### src/rtl/core/plc_dt_pkg.sv
`default_nettype none
// ----------------------------------------------------------------------------
// plc_dt_pkg
// Types and constants shared by the PLC delay timer core and its top level.
// ----------------------------------------------------------------------------
package plc_dt_pkg;

	localparam int DELAY_W = 32;
	localparam int MODE_W  = 3;
	localparam int APB_DW  = 32;
	localparam int APB_AW  = 3;

	// output bit survives this mask unchanged
	localparam logic [1:0] CACHE_AND_OUT = 2'(2 + 1);

	typedef enum logic [MODE_W-1:0] {
		MODE_ON_DELAY    = 3'd0,
		MODE_OFF_DELAY   = 3'd1,
		MODE_AFTER_DELAY = 3'd2,
		MODE_DEBOUNCE    = 3'd3,
		MODE_AUTO_RESET  = 3'd4
	} mode_t;

	typedef enum logic {
		FUNC_EVAL = 1'b0,
		FUNC_TICK = 1'b1
	} func_t;

	localparam logic REG_TIMER_MODE = 1'b0;

	typedef struct packed {
		logic               func;
		logic               level;
		logic [DELAY_W-1:0] delay_ticks;
	} item_t;

	typedef struct packed {
		logic out_nxt;
		logic active;
	} stat_t;

endpackage
`default_nettype wire

### src/rtl/core/plc_dt_core.sv
`default_nettype none
// ----------------------------------------------------------------------------
// plc_dt_core
// Timer state (cached level, output, countdown) and the logic that updates it.
// ----------------------------------------------------------------------------
module plc_dt_core import plc_dt_pkg::*; #(
	parameter int COUNT_WIDTH = 32
) (
	input  wire logic              clk,
	input  wire logic              arst_n,
	input  wire logic [MODE_W-1:0] mode,
	input  wire item_t             item,
	input  wire logic              fire,
	output stat_t                  stat
);

	logic                   cached_q, out_q, active_q;
	logic [COUNT_WIDTH-1:0] remaining_q;
	logic                   cached_d, out_d, active_d;
	logic [COUNT_WIDTH-1:0] remaining_d;
	logic [COUNT_WIDTH-1:0] load_val;

	generate
		if (COUNT_WIDTH < DELAY_W) begin : g_sat
			assign load_val = (|item.delay_ticks[DELAY_W-1:COUNT_WIDTH]) ? '1 :
				item.delay_ticks[COUNT_WIDTH-1:0];
		end else begin : g_ext
			assign load_val = COUNT_WIDTH'(item.delay_ticks);
		end
	endgenerate

	always_comb begin
		logic lv;
		lv          = item.level;
		cached_d    = cached_q;
		out_d       = out_q;
		active_d    = active_q;
		remaining_d = remaining_q;
		if (item.func == FUNC_TICK) begin
			if (active_q) begin
				if (remaining_q <= COUNT_WIDTH'(1)) begin
					remaining_d = '0;
					active_d    = 1'b0;
					out_d       = ~out_q;
				end else begin
					remaining_d = remaining_q - COUNT_WIDTH'(1);
				end
			end
		end else begin
			case (mode_t'(mode))
				MODE_ON_DELAY: begin
					if (lv && !cached_q) begin
						remaining_d = load_val;
						active_d    = 1'b1;
						cached_d    = 1'b1;
					end else if (!lv && cached_q) begin
						remaining_d = '0;
						active_d    = 1'b0;
						cached_d    = 1'b0;
						out_d       = 1'b0;
					end
				end
				MODE_OFF_DELAY: begin
					if (!lv && cached_q) begin
						remaining_d = load_val;
						active_d    = 1'b1;
						cached_d    = 1'b0;
					end else if (lv && !cached_q) begin
						remaining_d = '0;
						active_d    = 1'b0;
						cached_d    = 1'b1;
						out_d       = 1'b1;
					end
				end
				MODE_AFTER_DELAY: begin
					if (!lv && cached_q) begin
						remaining_d = load_val;
						active_d    = 1'b1;
						out_d       = 1'b1;
						cached_d    = 1'b0;
					end else if (lv && !cached_q) begin
						cached_d = 1'b1;
					end
				end
				MODE_DEBOUNCE: begin
					if (lv != cached_q) begin
						if (lv != out_q) begin
							remaining_d = load_val;
							active_d    = 1'b1;
						end else begin
							remaining_d = '0;
							active_d    = 1'b0;
						end
						cached_d = lv;
					end
				end
				MODE_AUTO_RESET: begin
					if (lv && !cached_q) begin
						remaining_d = load_val;
						active_d    = 1'b1;
						cached_d    = 1'b1;
						out_d       = 1'b1;
					end else if (!lv && cached_q) begin
						remaining_d = '0;
						active_d    = 1'b0;
						cached_d    = 1'b0;
						out_d       = 1'b0;
					end
				end
				default: begin
					// unused modes leave the state alone on evaluate
				end
			endcase
		end
	end

	always_ff @(posedge clk or negedge arst_n) begin
		if (!arst_n) begin
			cached_q    <= 1'b0;
			out_q       <= 1'b0;
			active_q    <= 1'b0;
			remaining_q <= '0;
		end else if (fire) begin
			cached_q    <= cached_d;
			out_q       <= out_d;
			active_q    <= active_d;
			remaining_q <= remaining_d;
		end
	end

	assign stat.out_nxt = out_d & CACHE_AND_OUT[0];
	assign stat.active  = active_q;

endmodule
`default_nettype wire

### src/rtl/core/plc_delay_timer_block.sv
`default_nettype none
// ----------------------------------------------------------------------------
// plc_delay_timer_block
// PLC delay timer: on-delay, off-delay, after-delay, debounce, auto-reset.
// ----------------------------------------------------------------------------
// An accepted request passes the input register, then the result register (out_valid).
// Throughput: 1 request per cycle while out_ready stays high; the state update is combinational.
// One request is taken into the input register while a result waits.
// Reset: arst_n async, clears mode, timer state and both valid flags.
module plc_delay_timer_block import plc_dt_pkg::*; #(
	parameter int COUNT_WIDTH = 32
) (
	input  wire logic               clk,
	input  wire logic               arst_n,
	input  wire logic               in_valid,
	output      logic               in_ready,
	input  wire logic               func,
	input  wire logic               level,
	input  wire logic [DELAY_W-1:0] delay_ticks,
	output      logic               out_valid,
	input  wire logic               out_ready,
	output      logic               out_level,
	input  wire logic               psel,
	input  wire logic               penable,
	input  wire logic               pwrite,
	input  wire logic [APB_AW-1:0]  paddr,
	input  wire logic [APB_DW-1:0]  pwdata,
	output      logic [APB_DW-1:0]  prdata,
	output      logic               pready
);

	logic [MODE_W-1:0] mode_q;
	item_t             item_s1;
	logic              valid_s1;
	logic              out_valid_q;
	logic              out_level_q;
	logic              advance, fire;
	stat_t             stat;

	assign pready = 1'b1;
	assign prdata = (paddr[2] == REG_TIMER_MODE) ?
		{{(APB_DW-MODE_W){1'b0}}, mode_q} : '0;

	always_ff @(posedge clk or negedge arst_n) begin
		if (!arst_n) begin
			mode_q <= MODE_ON_DELAY;
		end else if (psel && penable && pwrite && pready && paddr[2] == REG_TIMER_MODE) begin
			mode_q <= pwdata[MODE_W-1:0];
		end
	end

	assign advance  = !out_valid_q || out_ready;
	assign fire     = valid_s1 && advance;
	assign in_ready = !valid_s1 || advance;

	always_ff @(posedge clk or negedge arst_n) begin
		if (!arst_n) begin
			valid_s1 <= 1'b0;
		end else if (in_ready) begin
			valid_s1 <= in_valid;
		end
	end

	always_ff @(posedge clk) begin
		if (in_valid && in_ready) begin
			item_s1 <= '{func: func, level: level, delay_ticks: delay_ticks};
		end
	end

	plc_dt_core #(
		.COUNT_WIDTH(COUNT_WIDTH)
	) u_core (
		.clk   (clk),
		.arst_n(arst_n),
		.mode  (mode_q),
		.item  (item_s1),
		.fire  (fire),
		.stat  (stat)
	);

	always_ff @(posedge clk or negedge arst_n) begin
		if (!arst_n) begin
			out_valid_q <= 1'b0;
		end else if (advance) begin
			out_valid_q <= valid_s1;
		end
	end

	always_ff @(posedge clk) begin
		if (fire) begin
			out_level_q <= stat.out_nxt;
		end
	end

	assign out_valid = out_valid_q;
	assign out_level = out_level_q;

`ifndef SYNTH
	// input side only stalls when both stages are full and the sink holds off
	a_stall_full: assert property (@(posedge clk) disable iff (!arst_n)
		!in_ready |-> (valid_s1 && out_valid_q && !out_ready))
		else $error("in_ready low without a full pipeline");

	a_fire_result: assert property (@(posedge clk) disable iff (!arst_n)
		fire |=> out_valid_q)
		else $error("processed request produced no result");

	a_s1_hold: assert property (@(posedge clk) disable iff (!arst_n)
		(valid_s1 && !fire) |=> (valid_s1 && $stable(item_s1)))
		else $error("stalled request in input register changed");

	// a tick on an idle timer must not move the output
	a_idle_tick: assert property (@(posedge clk) disable iff (!arst_n)
		(fire && item_s1.func == FUNC_TICK && !stat.active) |=>
		(out_level_q == $past(out_level_q) || !$past(out_valid_q)))
		else $error("idle tick changed the output");
`endif

endmodule
`default_nettype wire

### config.mk
export PLATFORM = sky130hd
export DESIGN_NAME = plc_delay_timer_block
export DESIGN_NICKNAME = d
export VERILOG_FILES = /design/src/rtl/core/plc_dt_pkg.sv /design/src/rtl/core/plc_dt_core.sv /design/src/rtl/core/plc_delay_timer_block.sv
export SDC_FILE = /design/constraint.sdc
export NUM_CORES = 1
export LEC_CHECK = 0
export ABC_CLOCK_PERIOD_IN_PS = 2640
export BUFFER_PORTS_ARGS = -buffer_cell sky130_fd_sc_hd__buf_2
export CAP_MARGIN = 0
export CORE_MARGIN = 2
export CORE_UTILIZATION = 53
export DETAILED_ROUTE_END_ITERATION = 8
export GPL_TIMING_DRIVEN = 0
export PLACE_DENSITY = 0.8
export SETUP_SLACK_MARGIN = 0.1
export SYNTH_ARGS = -nofsm -noshare
export SYNTH_HDL_FRONTEND = slang
export SYNTH_SLANG_ARGS = --single-unit
export TNS_END_PERCENT = 50
### constraint.sdc
create_clock -name clk -period 2.64 [get_ports clk]
set_clock_uncertainty 0.1 [all_clocks]
set_input_delay 0.528 -clock clk [delete_from_list [all_inputs] [get_ports clk]]
set_output_delay 0.528 -clock clk [all_outputs]
set_load 0.005 [all_outputs]
==> flow_metrics.py, run 1 <==
metrics = {
    "run_status": {
        "outcome": "completed",
    },
    "worst_setup_path": {
        "critPathKind": "flop to flop",
        "worstPathArrival_ns": 2.69,
        "endpoint_kind": "flop",
        "required_ns": 2.82,
        "reg2regPathDepth": 9,
        "crit_path_start_kind": "flop",
        "crit_chain": "buf_4 -> ha_1 -> mux2_2 -> o21ai_1 -> nor3_1 -> buf_2 -> buf_2 -> nand3_1 -> nand4_1",
        "path_max_fanout": 10,
        "cp_num_cells": 9,
        "max_stage_delay_ns": 0.36,
        "critPathTopFamily": "buffers and inverters",
        "worst-path-buf-inv": 3,
        "cpMaxStageDelayCell": "edfxtp_1",
        "cp_common_cell": "buf_2",
    },
    "grt": {
        "grt_max_degree": 41,
        "grt_pass1_vias": 3315,
        "antenna_found_initial": 0,
        "grt_pass1_wl_um": 16500,
        "grtUsageTotal": 0.246,
        "overflow": 0,
    },
    "route": {
        "route.vias.total": 3669,
        "wl_per_cell_um": 17.6,
        "wl_um": 10400,
        "drc_errors": 0,
        "drtPass1Iterations": 5,
        "drt-initial-drc-count": 337,
        "via_per_inst": 6.19,
        "ant_nets": 0,
    },
    "power_and_ir_drop": {
        "p_leak_nw": 2.07,
        "powerDensity_nw_per_um2": 758,
        "power.total_mw": 3.81,
        "ir_drop_uv": 394,
    },
    "finish": {
        "fin_nets": 566,
        "num-fill-cells": 609,
        "layout-drive-gt1-share": 0.289,
        "stdcell_count": 593,
        "syn2layout_area_growth_pct": 18.8,
        "antennaDiodeCount": 0,
    },
    "placed_design": {
        "dp_hpwl_um": 7030,
        "port_buffers": 50,
        "routabilityCongestion": 0.966,
        "placed_cells": 570,
    },
    "clock_tree": {
        "cts_tree": "yes",
        "clk-insertion-delay-late_ns": 0.35,
        "cts_buffers": 9,
        "root_buffer": "clkbuf_8",
        "clockBufferDepth": 2,
        "clkSinkCount": 75,
        "postCtsHoldBufs": 0,
        "clk_pin_slew_ns": 0.08,
        "htree_levels": 3,
    },
    "yosys": {
        "synth-async-reset-ratio": 0.533,
        "synthXorXnorAreaFrac": 0.00207,
        "yosysMostFrequentCell": "dfrtp_1",
        "ys_top_cells_by_count": "dfrtp_1 (40), edfxtp_1 (35), buf_4 (30)",
        "ys_seq_area_frac": 0.485,
        "synthFlopType": "dfrtp_1",
        "synthCells": 390,
        "synth.largest_area_cell": "edfxtp_1",
        "synth_edf_count": 35,
        "yosys_warnings": 0,
        "synth_cell_types": 68,
        "synth_top_family_by_area": "simple AND/OR/NAND/NOR gates",
        "syn-cell-area_um2": 4230,
        "avgSynthCellArea_um2": 10.8,
        "muxShareOfSynthArea": 0.0157,
        "synth_top_area_frac": 0.249,
        "synth_compound_area_frac": 0.187,
        "synth_fa_ha_area_frac": 0.0118,
        "synth-simple-area-share": 0.211,
        "ys_seq_elements": 75,
        "synthTopCellsByArea": "edfxtp_1 (25%), dfrtp_1 (24%), buf_4 (5.3%)",
    },
    "job": {
        "maxCapViolCount": 0,
    },
    "timing": {
        "fmax_ghz": 0.399,
        "relSlewSlack": 0.391,
        "min_period_ns": 2.50,
        "fin_setup_tns_ns": 0,
        "min_period_over_period": 0.949,
        "worstMarginPinSlew_ns": 0.913,
        "hold_viol": 0,
        "rsz0062_at_grt": "no",
        "setup_viol": 0,
        "slew_violations": 0,
    },
    "floorplanning": {
        "ios": 112,
        "fp.dieArea_um2": 8700,
        "die_h_um": 93.3,
        "core_area_um2": 7730,
        "rows": 32,
        "start_util": 0.547,
        "die_x_um": 93.3,
    },
    "worst_hold_path": {
        "worst_hold_path_type": "input port to asynchronous set/reset pin",
    },
}
-- routing by layer --
| metal | vias up | track usage | wire (um) | share of wire |
|---|---|---|---|---|
| met5 | - | 0 | 0 | 0 |
| met4 | 0 | 0.115 | 339 | 0.033 |
| met3 | 36 | 0.0500 | 906 | 0.087 |
| met2 | 209 | 0.385 | 4810 | 0.46 |
| met1 | 1771 | 0.328 | 4350 | 0.42 |
| li1 | 1653 | - | - | - |
-- registers in the layout, indices dropped and copies added, names as in the netlist --
signal / flops
u_core.out_q: 1
u_core.cached_q: 1
out_level: 1
u_core.remaining_q: 32
u_core.active_q: 1
item_s1: 34
mode_q: 3
valid_s1: 1
out_valid: 1
-- cells by family after synthesis --
kind of cell | Yosys count
other | 2
and+or+nand+nor | 149
DFF | 75
AOI/OAI and AO/OA | 93
adders and majority gates | 4
buffers and inverters | 60
xor gates and xnor gates | 1
muxes | 6
-- cell type report --
type                    instances  area [um^2]  area share
plain buffers                  49          332      0.0660
clock buffers                  10          138      0.0274
clock inverters                 6         41.3     0.00822
inverters                      11         41.3     0.00822
multi-input cells             283         1990       0.396
flip-flops and latches         75         2050       0.409
well taps                     102          128      0.0254
repair buffers                 57          303      0.0603
-- path summary, 6_finish.rpt --
check / start / end / slack (ns)
max in group asynchronous: arst_n / u_core.remaining_q[30] / 1.66
worst max-delay path: item_s1[32] / u_core.remaining_q[31] / 0.14
worst min-delay path: arst_n / u_core.remaining_q[26] / 0.18
worst min register to register: item_s1[12] / u_core.remaining_q[12] / 0.36
min in group clk: delay_ticks[7] / item_s1[7] / 0.24
worst max register to register: item_s1[32] / u_core.remaining_q[31] / 0.14
-- worst reg2reg max path, stage by stage, from the launching register on --
cell and delay, ns:
edfxtp_1 0.36, buf_4 0.14, ha_1 0.25, mux2_2 0.18, o21ai_1 0.05, nor3_1 0.35
buf_2 0.35, buf_2 0.33, nand3_1 0.18, nand4_1 0.13
-- cell usage in the layout (no fill, tap or decap), drive strengths merged, types with 12 or more instances in the layout --
cell type	synthesis	routed
o211ai	12	12
clkbuf	10	20
nand2	27	27
conb	2	30
nand3	20	20
buf	39	96
dfrtp	40	40
edfxtp	35	35
o21ai	12	12
nor2	23	23
-- repair_timing --
action                                  CTS  global route
endpoints found under the setup margin   25            21
pin swaps                                 0             4
buffers inserted                          1             6
gates resized for setup                   6            14
-- metrics by stage --
stage,worst slack [ns],hold WS [ns],area [um^2],utilization
3_3_place_gp,-0.147,0.349,4710,0.609
4_1_cts,0.103,0.235,4920,0.636
2_1_floorplan,0.219,0.132,4330,-
3_5_place_dp,-0.205,0.347,4710,0.610
5_1_grt,0.0974,0.235,5020,0.650
6_report,0.135,0.184,5020,0.650
-- where the power goes --
part | total, mW | switching [mW] | leakage, nW | internal (mW)
clock | 0.802 | 0.438 | 0.0843 | 0.364
combinational | 1.14 | 0.605 | 1.21 | 0.538
sequential | 1.86 | 0.379 | 0.774 | 1.48
No activity file was read; power rests on OpenSTA's default activity.
==> inputs of run 2 (changes only) <==
--- a/config.mk
+++ b/config.mk
@@ -8,6 +8,7 @@
 export ABC_CLOCK_PERIOD_IN_PS = 2640
 export BUFFER_PORTS_ARGS = -buffer_cell sky130_fd_sc_hd__buf_2
 export CAP_MARGIN = 0
+export CORE_ASPECT_RATIO = 0.5
 export CORE_MARGIN = 2
 export CORE_UTILIZATION = 53
 export DETAILED_ROUTE_END_ITERATION = 8
==> flow_metrics.py, run 2 (synthesis gave the netlist of run 1 again) <==
metrics = {
    "grt": {
        "grt_pass1_vias": 3146,
        "busiest_layer": "met2",
        "grt_pass1_wl_um": 15900,
        "met1_usage": 0.342,
        "grtUsageTotal": 0.247,
        "grt_use_met2": 0.374,
        "overflow": 0,
        "grtUsageMet3": 0.0824,
        "antenna_found_initial": 0,
        "grt_max_degree": 41,
    },
    "worst_setup_path": {
        "crit_path_start_kind": "flop",
        "critPathKind": "flop to flop",
        "endpoint_kind": "flop",
        "required_ns": 2.73,
        "path_max_fanout": 6,
        "worstPathArrival_ns": 2.56,
    },
    "timing": {
        "hold_viol": 0,
        "worstMarginPinSlew_ns": 0.979,
        "relSlewSlack": 0.347,
        "setup_viol": 0,
        "fmax_ghz": 0.406,
        "slew_violations": 0,
        "min_period_over_period": 0.934,
        "min_period_ns": 2.47,
        "setup_slack_ns": 0.174,
        "rsz0062_at_grt": "yes",
    },
    "placed_design": {
        "port_buffers": 50,
        "routabilityCongestion": 0.930,
        "dp_hpwl_um": 6890,
        "pre_cts_ws_ns": -0.217,
    },
    "finish": {
        "layout-drive-gt1-share": 0.283,
        "regMostFlops": "item_s1",
        "reg_top3": "item_s1 x34, u_core.remaining_q x32, mode_q x3",
        "final_common_cell": "buf_2",
        "fin_nets": 563,
        "final_cell_mix": "buf_2 (54), dfrtp_1 (40), buf_4 (35), edfxtp_1 (35), conb_1 (30)",
        "num-fill-cells": 593,
        "largest_reg_flops": 34,
        "syn2layout_area_growth_pct": 21.0,
        "finish.utilization": 0.680,
        "antennaDiodeCount": 0,
    },
    "job": {
        "maxCapViolCount": 0,
    },
    "floorplanning": {
        "die_x_um": 130,
        "fp.dieArea_um2": 8750,
        "core_area_um2": 7510,
        "ios": 112,
        "rows": 22,
        "start_util": 0.562,
        "die_h_um": 67.1,
    },
    "clock_tree": {
        "htree_levels": 3,
        "postCtsHoldBufs": 0,
        "clk_pin_slew_ns": 0.06,
        "cts_buffers": 9,
        "clk-insertion-delay-late_ns": 0.34,
        "root_buffer": "clkbuf_16",
        "cts_tree": "yes",
        "clockBufferDepth": 2,
        "clkSinkCount": 75,
    },
    "route": {
        "wl_um": 10200,
        "drc_errors": 0,
        "drt-initial-drc-count": 336,
        "wl_per_cell_um": 17.2,
        "route.vias.total": 3521,
        "via_per_inst": 5.91,
        "drtPass1Iterations": 5,
        "ant_nets": 0,
    },
    "power_and_ir_drop": {
        "switching_share": 0.342,
        "power_frac_comb": 0.266,
        "p_int_mw": 2.76,
        "p_leak_nw": 2.09,
        "p_sw_mw": 1.44,
        "power_frac_clock": 0.295,
        "p_seq_frac": 0.439,
        "powerDensity_nw_per_um2": 821,
        "ir_drop_uv": 447,
    },
    "run_status": {
        "outcome": "completed",
    },
    "worst_hold_path": {
        "worst_hold_path_type": "input port to asynchronous set/reset pin",
    },
}
-- run 2: cell types whose count changed in the layout (fill, tap and decap cells not counted), moves of 2 or more --
cell,change
clkbuf_16,+9
clkbuf_8,-9
buf_4,-4
clkbuf_4,+2
clkinv_2,-2
-- run 2: timing repair --
| item | CTS | global route |
|---|---|---|
| resized for setup | 7 | 10 |
| buffers inserted | 1 | 3 |
| setup endpoints to repair | 24 | 26 |
| pin swaps | 0 | 4 |
-- run 2: metrics by stage --
step | instances | power [mW] | hold slack, ns | TNS (ns) | instance area [um^2]
after floorplan | 418 | 2.56 | 0.132 | 0 | 4330
after global routing | 596 | 4.43 | 0.245 | 0 | 5110
after detailed placement | 576 | 2.88 | 0.346 | -1.24 | 4720
final | 596 | 4.20 | 0.248 | 0 | 5110
after CTS | 593 | 4.15 | 0.249 | 0 | 5050
after global placement | 576 | 2.84 | 0.336 | -0.457 | 4720
-- run 2: final timing paths --
check / to / start / slack (ns) / depth (start not counted)
hold reg to reg: u_core.remaining_q[12] / item_s1[12] / 0.36 / 1
setup / recovery: u_core.remaining_q[28] / u_core.remaining_q[10] / 0.17 / 5
hold / removal: u_core.cached_q / arst_n / 0.25 / 1
min in group clk: item_s1[29] / delay_ticks[29] / 0.26 / 1
setup reg to reg: u_core.remaining_q[28] / u_core.remaining_q[10] / 0.17 / 5
max in group asynchronous: u_core.remaining_q[7] / arst_n / 1.58 / 1
-- run 2: layer usage --
metal,share of wire,up-vias,wire length (um)
met4,0.012,0,125
li1,-,1644,-
met1,0.43,1644,4410
met2,0.44,221,4550
met5,0,-,0
met3,0.11,12,1160
-- run 2: cell type report --
class / count / area, um^2 / share of cell area
sequential: 75 / 2050 / 0.401
clock inverter: 6 / 65.1 / 0.0127
tap: 108 / 135 / 0.0264
timing repair buffer: 54 / 280 / 0.0548
inverter: 11 / 41.3 / 0.00808
buffer: 49 / 334 / 0.0653
clock buffer: 10 / 239 / 0.0467
multi-input combinational: 283 / 1970 / 0.384
-- run 2: power by group through the flow --
stage	Sequential (mW)	Clock, mW	Combinational, mW
after floorplan	1.75	0	0.813
final	1.84	1.24	1.12
after global routing	1.88	1.32	1.23
after global placement	1.81	0	1.03
after CTS	1.81	1.26	1.08
after detailed placement	1.82	0	1.06
-- run 2: critical path: stages (launching register included) --
cell and delay [ns]:
dfrtp_1 0.46, or4_1 0.69, nor4b_4 0.41, nand2_1 0.17
o311ai_1 0.33, o311ai_1 0.15
==> inputs of run 3 (changes only) <==
--- a/config.mk
+++ b/config.mk
@@ -8,12 +8,14 @@
 export ABC_CLOCK_PERIOD_IN_PS = 2640
 export BUFFER_PORTS_ARGS = -buffer_cell sky130_fd_sc_hd__buf_2
 export CAP_MARGIN = 0
+export CELL_PAD_IN_SITES_DETAIL_PLACEMENT = 1
+export CELL_PAD_IN_SITES_GLOBAL_PLACEMENT = 2
 export CORE_ASPECT_RATIO = 0.5
 export CORE_MARGIN = 2
-export CORE_UTILIZATION = 53
+export CORE_UTILIZATION = 33
 export DETAILED_ROUTE_END_ITERATION = 8
 export GPL_TIMING_DRIVEN = 0
-export PLACE_DENSITY = 0.8
+export PLACE_DENSITY_LB_ADDON = 0.1
 export SETUP_SLACK_MARGIN = 0.1
 export SYNTH_ARGS = -nofsm -noshare
 export SYNTH_HDL_FRONTEND = slang
==> flow_metrics.py, run 3 (synthesis gave the netlist of run 1 again) <==
metrics = {
    "power_and_ir_drop": {
        "p_leak_nw": 2.15,
        "powerDensity_nw_per_um2": 841,
        "ir_drop_uv": 364,
    },
    "timing": {
        "fin_setup_tns_ns": 0,
        "setup_viol": 0,
        "holdWs_ns": 0.260,
        "min_period_over_period": 0.929,
        "worstMarginPinSlew_ns": 1.01,
        "relSlewSlack": 0.329,
        "slew_violations": 0,
        "setup_slack_ns": 0.188,
        "min_period_ns": 2.45,
        "hold_viol": 0,
        "rsz0062_at_grt": "yes",
        "fmax_ghz": 0.408,
    },
    "route": {
        "wl_um": 12100,
        "ant_nets": 0,
        "wl_per_cell_um": 18.2,
        "via_per_inst": 5.21,
        "drc_errors": 0,
        "route.vias.total": 3447,
        "drtPass1Iterations": 4,
        "drt-initial-drc-count": 136,
    },
    "job": {
        "maxCapViolCount": 0,
    },
    "clock_tree": {
        "clk-insertion-delay-late_ns": 0.34,
        "cts_buffers": 9,
        "clk_pin_slew_ns": 0.06,
        "cts_tree": "yes",
        "clockBufferDepth": 2,
        "htree_levels": 3,
        "root_buffer": "clkbuf_16",
        "clkSinkCount": 75,
    },
    "worst_setup_path": {
        "crit_start": "u_core.cached_q",
        "crit_path_start_kind": "flop",
        "r2r_setup_slack_ns": 0.19,
        "max_stage_delay_ns": 0.52,
        "path_max_fanout": 10,
        "cp-endpoint": "u_core.remaining_q[18]",
        "critPathKind": "flop to flop",
        "r2r_end": "u_core.remaining_q[18]",
        "crit_chain": "ha_2 -> nor2_1 -> or4_4 -> and2_1 -> buf_6 -> a32o_1 -> or3_1",
        "reg2regPathDepth": 7,
        "cpMaxStageDelayCell": "or4_4",
        "endpoint_kind": "flop",
        "r2r_start": "u_core.cached_q",
        "worstPathArrival_ns": 2.57,
        "required_ns": 2.76,
    },
    "floorplanning": {
        "ios": 112,
        "die_h_um": 84.0,
        "die_x_um": 164,
        "start_util": 0.336,
        "core_area_um2": 12600,
        "fp.dieArea_um2": 13800,
        "rows": 29,
    },
    "grt": {
        "antenna_found_initial": 0,
        "overflow": 0,
        "grt_pass1_wl_um": 19500,
        "grt_pass1_vias": 3502,
        "grt_max_degree": 41,
        "grtUsageTotal": 0.185,
    },
    "finish": {
        "final_cell_mix": "buf_2 (54), dfrtp_1 (40), buf_4 (39), edfxtp_1 (35), conb_1 (30)",
        "num-fill-cells": 1438,
        "regMostFlops": "item_s1",
        "antennaDiodeCount": 0,
        "largest_reg_flops": 34,
        "syn2layout_area_growth_pct": 25.2,
        "fin_nets": 567,
        "reg_top3": "item_s1 x34, u_core.remaining_q x32, mode_q x3",
        "final_common_cell": "buf_2",
        "layout-drive-gt1-share": 0.297,
    },
    "run_status": {
        "outcome": "completed",
    },
    "placed_design": {
        "dp_hpwl_um": 8400,
        "port_buffers": 50,
        "pre_cts_ws_ns": -0.270,
        "routabilityCongestion": 0.790,
    },
    "worst_hold_path": {
        "worst_hold_path_type": "input port to asynchronous set/reset pin",
    },
}
run 3: cell types whose count changed in the layout (fill, tap and decap cells not counted), sizes merged:
cell	delta
buf	+5
bufinv	+2
clkbuf	-1
clkinv	-1
clkinvlp	-1
run 3: timing repair:
item | CTS | global route
gates resized for setup | 10 | 15
pin swaps | 0 | 4
hold endpoints to repair | 0 | 0
hold buffers | 0 | 0
endpoints found under the setup margin | 31 | 30
buffers inserted | 1 | 7
run 3: metrics by stage:
stage	cell area [um^2]	instances	utilization	power [mW]
floorplan	4330	418	-	2.56
global placement	4790	638	0.381	2.92
detailed placement	4800	638	0.381	2.94
CTS	5170	655	0.411	4.41
global route	5290	662	0.420	4.73
finish	5290	662	0.420	4.45
run 3: worst min-delay path by stage:
stage | start | to | slack [ns] | cells past startpoint
2_1_floorplan | arst_n | mode_q[0] | 0.13 | 0
3_3_place_gp | item_s1[12] | u_core.remaining_q[12] | 0.34 | 1
3_5_place_dp | item_s1[12] | u_core.remaining_q[12] | 0.35 | 1
4_1_cts | delay_ticks[15] | item_s1[15] | 0.25 | 1
5_1_grt | delay_ticks[0] | item_s1[0] | 0.25 | 1
6_report | arst_n | u_core.cached_q | 0.26 | 1
run 3: cell type report:
type | count | area [um^2] | share of cell area
Multi-Input combinational cell | 283 | 1990 | 0.377
Clock buffer | 10 | 229 | 0.0433
Tap cell | 170 | 213 | 0.0402
Timing Repair Buffer | 58 | 310 | 0.0586
Inverter | 11 | 41.3 | 0.00780
Sequential cell | 75 | 2050 | 0.388
Clock inverter | 6 | 114 | 0.0215
Buffer | 49 | 338 | 0.0638
run 3: layer usage:
layer	track usage	vias up	part of all wire
met3	0.0442	10	0.060
met1	0.262	1684	0.50
met4	0.0335	0	0.0081
met2	0.290	95	0.43
li1	-	1658	-
met5	0	-	0
run 3: report_power, final:
part | total (mW) | switching (mW) | internal, mW
registers | 1.86 | 0.372 | 1.49
logic | 1.18 | 0.630 | 0.545
clock network | 1.42 | 0.493 | 0.925
run 3: worst max-delay path, delay by kind of cell (launching register included):
| family | cells | cell delay [ns] |
|---|---|---|
| and+or+nand+nor | 4 | 1.10 |
| DFF | 1 | 0.39 |
| AOI/OAI and AO/OA | 1 | 0.24 |
| adders and majority gates | 1 | 0.35 |
| buffers and inverters | 1 | 0.14 |
